[src/rtl/sli_pkg.sv]
`timescale 1ns / 1ps
`default_nettype none
// ----------------------------------------------------------------------------
// sli_pkg
// Shared constants, codes and controller/datapath interface types.
// ----------------------------------------------------------------------------
package sli_pkg;

  localparam int unsigned MAX_LISTS    = 256;
  localparam int unsigned MAX_LIST_LEN = 32;

  localparam int unsigned ROW_W  = $clog2(MAX_LISTS);
  localparam int unsigned CNT_W  = $clog2(MAX_LISTS + 1);
  localparam int unsigned COL_W  = (MAX_LIST_LEN > 1) ? $clog2(MAX_LIST_LEN) : 1;
  localparam int unsigned LEN_W  = $clog2(MAX_LIST_LEN + 1);
  localparam int unsigned ADDR_W = ROW_W + COL_W;
  localparam int unsigned STORE_DEPTH = MAX_LISTS * (2 ** COL_W);

  localparam int unsigned KIND_W = 2;
  localparam int unsigned SITE_W = 8;
  localparam int unsigned NS_W   = 6;
  localparam int unsigned IDX_W  = 8;
  localparam int unsigned STAT_W = 2;

  typedef enum logic [KIND_W-1:0] {
    KIND_QUERY   = 2'd0,
    KIND_REPLACE = 2'd1,
    KIND_RESTORE = 2'd2,
    KIND_NONE    = 2'd3
  } kind_e;

  typedef enum logic [STAT_W-1:0] {
    ST_FOUND    = 2'd0,
    ST_ADDED    = 2'd1,
    ST_FULL     = 2'd2,
    ST_TOO_LONG = 2'd3
  } status_e;

  typedef enum logic [2:0] {
    S_IDLE,
    S_LEN_RD,
    S_LEN_CHK,
    S_EL_RD,
    S_EL_CHK,
    S_COPY_ADD,
    S_COPY_REP
  } state_e;

  typedef struct packed {
    logic    push;
    logic    restore;
    logic    pend_clr;
    logic    row_zero;
    logic    row_next;
    logic    row_new;
    logic    col_zero;
    logic    col_next;
    logic    store_wr;
    logic    len_commit;
    logic    cnt_inc;
    logic    res_valid;
    logic    res_use_row;
    status_e res_status;
  } cmd_t;

  typedef struct packed {
    kind_e kind;
    logic  term;
    logic  ovf;
    logic  plen_zero;
    logic  len_match;
    logic  el_match;
    logic  col_last;
    logic  copy_done;
    logic  row_last;
    logic  full;
  } sts_t;

endpackage
`default_nettype wire

[src/rtl/sli_ctrl.sv]
`timescale 1ns / 1ps
`default_nettype none
// ----------------------------------------------------------------------------
// sli_ctrl
// Sequencer: element buffering, row-by-row search, row copy and result.
// ----------------------------------------------------------------------------
module sli_ctrl (
  input  wire logic         clk_i,
  input  wire logic         rst_ni,
  input  wire logic         start_i,
  input  sli_pkg::sts_t     sts_i,
  output sli_pkg::cmd_t     cmd_o,
  output logic              busy_o
);
  import sli_pkg::*;

  state_e state_q, state_d;

  always_ff @(posedge clk_i or negedge rst_ni) begin
    if (!rst_ni) begin
      state_q <= S_IDLE;
    end else begin
      state_q <= state_d;
    end
  end

  assign busy_o = (state_q != S_IDLE);

  // next state
  always_comb begin
    state_d = state_q;
    unique case (state_q)
      S_IDLE: begin
        if (start_i && sts_i.term && !sts_i.ovf) begin
          if (sts_i.kind == KIND_QUERY) begin
            state_d = S_LEN_RD;
          end else if (sts_i.kind == KIND_REPLACE) begin
            state_d = S_COPY_REP;
          end
        end
      end
      S_LEN_RD: state_d = S_LEN_CHK;
      S_LEN_CHK, S_EL_CHK: begin
        if ((state_q == S_LEN_CHK && !sts_i.len_match) ||
            (state_q == S_EL_CHK && !sts_i.el_match)) begin
          if (!sts_i.row_last) begin
            state_d = S_LEN_RD;
          end else if (sts_i.full) begin
            state_d = S_IDLE;
          end else begin
            state_d = S_COPY_ADD;
          end
        end else if ((state_q == S_LEN_CHK && sts_i.plen_zero) ||
                     (state_q == S_EL_CHK && sts_i.col_last)) begin
          state_d = S_IDLE;
        end else begin
          state_d = S_EL_RD;
        end
      end
      S_EL_RD: state_d = S_EL_CHK;
      S_COPY_ADD, S_COPY_REP: begin
        if (sts_i.copy_done) begin
          state_d = S_IDLE;
        end
      end
      default: state_d = S_IDLE;
    endcase
  end

  // outputs
  always_comb begin
    cmd_o = '0;
    cmd_o.res_status = ST_FOUND;
    unique case (state_q)
      S_IDLE: begin
        if (start_i) begin
          unique case (sts_i.kind)
            KIND_NONE: ;
            KIND_RESTORE: begin
              cmd_o.restore  = 1'b1;
              cmd_o.pend_clr = 1'b1;
            end
            KIND_QUERY, KIND_REPLACE: begin
              if (!sts_i.term) begin
                cmd_o.push = 1'b1;
              end else if (sts_i.ovf) begin
                cmd_o.res_valid  = 1'b1;
                cmd_o.res_status = ST_TOO_LONG;
                cmd_o.pend_clr   = 1'b1;
              end else begin
                cmd_o.row_zero = 1'b1;
                cmd_o.col_zero = 1'b1;
              end
            end
            default: ;
          endcase
        end
      end
      S_LEN_RD, S_EL_RD: ;
      S_LEN_CHK, S_EL_CHK: begin
        if ((state_q == S_LEN_CHK && !sts_i.len_match) ||
            (state_q == S_EL_CHK && !sts_i.el_match)) begin
          if (!sts_i.row_last) begin
            cmd_o.row_next = 1'b1;
          end else if (sts_i.full) begin
            cmd_o.res_valid  = 1'b1;
            cmd_o.res_status = ST_FULL;
            cmd_o.pend_clr   = 1'b1;
          end else begin
            cmd_o.row_new  = 1'b1;
            cmd_o.col_zero = 1'b1;
          end
        end else if ((state_q == S_LEN_CHK && sts_i.plen_zero) ||
                     (state_q == S_EL_CHK && sts_i.col_last)) begin
          cmd_o.res_valid   = 1'b1;
          cmd_o.res_use_row = 1'b1;
          cmd_o.res_status  = ST_FOUND;
          cmd_o.pend_clr    = 1'b1;
        end else if (state_q == S_LEN_CHK) begin
          cmd_o.col_zero = 1'b1;
        end else begin
          cmd_o.col_next = 1'b1;
        end
      end
      S_COPY_ADD, S_COPY_REP: begin
        if (sts_i.copy_done) begin
          cmd_o.len_commit  = 1'b1;
          cmd_o.cnt_inc     = (state_q == S_COPY_ADD);
          cmd_o.res_valid   = 1'b1;
          cmd_o.res_use_row = 1'b1;
          cmd_o.res_status  = (state_q == S_COPY_ADD) ? ST_ADDED : ST_FOUND;
          cmd_o.pend_clr    = 1'b1;
        end else begin
          cmd_o.store_wr = 1'b1;
          cmd_o.col_next = 1'b1;
        end
      end
      default: ;
    endcase
  end

endmodule
`default_nettype wire

[config.mk]
export PLATFORM = sky130hd
export DESIGN_NAME = sli_ctrl
export DESIGN_NICKNAME = d
export VERILOG_FILES = /design/src/rtl/sli_pkg.sv /design/src/rtl/sli_ctrl.sv
export SDC_FILE = /design/constraint.sdc
export NUM_CORES = 1
export LEC_CHECK = 0
export BUFFER_PORTS_ARGS = -buffer_cell sky130_fd_sc_hd__buf_2
export CORE_AREA = 2 2 39 41
export DETAILED_ROUTE_END_ITERATION = 16
export DIE_AREA = 0 0 41 43
export HOLD_SLACK_MARGIN = 0.06
export PLACE_DENSITY = 0.75
export RECOVER_POWER = 100
export SYNTH_ARGS = -nofsm -noshare
export SYNTH_HDL_FRONTEND = slang
export SYNTH_SLANG_ARGS = --single-unit
[constraint.sdc]
create_clock -name clk_i -period 3.3 [get_ports clk_i]
set_input_delay 0.66 -clock clk_i [delete_from_list [all_inputs] [get_ports clk_i]]
set_output_delay 0.66 -clock clk_i [all_outputs]
set_load 0.01 [all_outputs]
==> metrics <==
Pwr per Cell Area=759 nW/um^2; cell taking the most area after synthesis=dfrtp_1; vias in the first global route=469; Ys Warns=0; first-pass GRT wire length=1.94 mm; Startpoint Class=register; clock-pin transition on the worst setup and hold timing paths=40 ps; Final Hold Vio Count=0; Chip Width=41 um; gr ovfl total=0; NumNets Final=116; register bit total from synthesis=3; Critical Path RT=2640 ps; hold_buf cts=0; cts repair resizes=0; multi-input logic area=369 um^2; CTS tree=yes; max reg flops=3; Seq/Total Area, Yosys=13.7%; worst reg2reg setup slack=1520 ps; clock skew=0.790 ps; proportion of layout cells with a drive suffix above 1=26.7%; hold_ws=230 ps; net count after synthesis=88; shortest period the worst path allows=2730 ps; Synth Instances=74; drt initial violations=9; R2R depth=4; crit path capture type=output pin; Total Routing Usage GR=15.4%; CTS HTree Levels=1; mapped cell area=548 um^2; DR WL/cell=11.5 um; FILL cells=157; Synth top area share=13.7%; Critical Path Fanout Max=17; status=finished, final reports clean; Final Slew Violations=0; FP Rows=14; largest registers=state_q x3; # clock sinks=3; drt pass-1 iters=4; root buf cell=clkbuf_4; Die Ht=43 um; Seq. cell area=75.1 um^2; core area=1380 um^2; Arr. time, crit path=2070 ps; maximum vdd drop=297 uV; Max clock buf depth=2; classification of the worst setup path=register to output pin; IO Pins=30; P_leak=0.328 nW; Slew headroom=62.0%; n_diodes=0; Final ANT Viol Nets=0; postcts setup bufs=0; Reg with most FFs=state_q; port buffer count=29; Max-cap violations=0; die area=1760 um^2; Final setup viols=0; routed via count=619; RSZ-0062 raised after global routing=no; count of different cell masters after synthesis=39; Tcrit/Tclk final=82.8%; Residual DRC=0; synth top area cells=dfrtp_1 (14%), nand2_1 (5.5%), nand3b_1 (5.5%); Num CTS Buffers=3; post-DP HPWL=1.05 mm; Area Overhead vs Synth=18.5%; antenna violations before repair=0; Hold WC Path Type=input port to asynchronous set/reset pin; largest net degree at the start of global routing=19; starting density of the core=39.6%; Total Routed Length=1.34 mm; fmax=366 MHz; worst-skew pair later-pin latency=230 ps; average via count per standard cell=5.29; syn avg cell area=7.41 um^2; final setup TNS=0 ps; FF-to-FF End=state_q[2]; r2r startpoint=state_q[0]; Final Wtd Congestion=0.821; measured slew at the worst slew-check pin=570 ps
[per-layer routing]
metal  vias to the layer above  GRT usage, %  part of all wire, %
met3                         0          3.14                  4.7
met1                       286          19.4                   47
met2                        20          26.3                   49
met5                         -             0                    0
met4                         0          2.00                    0
li1                        313             -                    -
[cells in the mapped netlist]
cell	count
nand4_1	1
and3_1	1
o21a_1	2
a21o_1	1
nor3_2	2
and2_1	2
nor3b_1	1
nor2b_4	1
xor2_1	1
or2_2	1
inv_2	1
buf_6	1
xnor2_1	1
inv_1	6
buf_2	3
a21oi_2	1
nand2_1	8
o21ai_0	1
a21oi_4	1
a21boi_2	1
dfrtp_1	3
nor3_1	1
o22ai_2	1
nor4b_4	1
o31ai_1	1
a31o_2	1
buf_4	2
o22ai_1	2
a32oi_1	1
nor2b_1	1
nand2b_1	2
o2bb2ai_1	1
a31o_1	1
nor2_1	8
nand3_1	2
a21oi_1	3
and4bb_2	1
nand3b_1	4
nand4b_1	1
[report_power, final]
part / switching (W) / internal [W]
clock network: 0.0000183 / 0.0000453
registers: 0.0000744 / 0.0000532
logic: 0.000155 / 0.000147
[placed cells by master, fill, tap and decap left out, types with 3 or more instances in the layout]
master / count
clkbuf_1: 11
dfrtp_1: 3
buf_2: 19
nand3b_1: 4
nand2_1: 8
clkbuf_4: 3
nor2_1: 8
a21oi_1: 5
nor3_1: 3
inv_1: 6
[worst max-delay path: stages, from the launching register on]
cell and delay [ps]:
dfrtp_1 680, nor2_1 110, a21oi_1 500, a21boi_0 270, nand3b_1 140, buf_2 130
[worst max-delay path by stage]
stage	start	endpoint	slack, ps
2_1_floorplan	sts_i[5]	cmd_o[8]	1230
3_3_place_gp	sts_i[5]	cmd_o[12]	1050
3_5_place_dp	sts_i[5]	cmd_o[12]	1020
4_1_cts	state_q[1]	cmd_o[12]	800
5_1_grt	state_q[0]	cmd_o[12]	380
6_report	state_q[0]	cmd_o[12]	570
[stage by stage]
stage,utilization (%),instances,setup slack (ps),cell area (um^2),power [W]
after floorplan,-,74,1230,548,0.000405
after global placement,48.6,113,1050,672,0.000461
after detailed placement,48.6,113,1020,672,0.000469
after CTS,50.5,117,803,698,0.000535
after global routing,46.9,117,377,649,0.000544
final,46.9,117,569,649,0.000493
[cell families (layout without fill, tap and decap cells)]
logic type / after synthesis / count (layout) / synth area share [%]
AND/OR/NAND/NOR: 38 / 38 / 44.1
AO/OA/AOI/OAI: 18 / 18 / 26.7
buffers and inverters: 13 / 40 / 12.3
flip-flops: 3 / 3 / 13.7
XOR/XNOR: 2 / 2 / 3.20
[area by class of cell]
cell class	instances	area share (%)
clock buffer	4	4.05
inverter	7	4.05
multi-input combinational	58	56.8
sequential	3	11.6
tap	16	3.08
timing repair buffer	29	20.4
No activity file was read; power rests on OpenSTA's default activity.
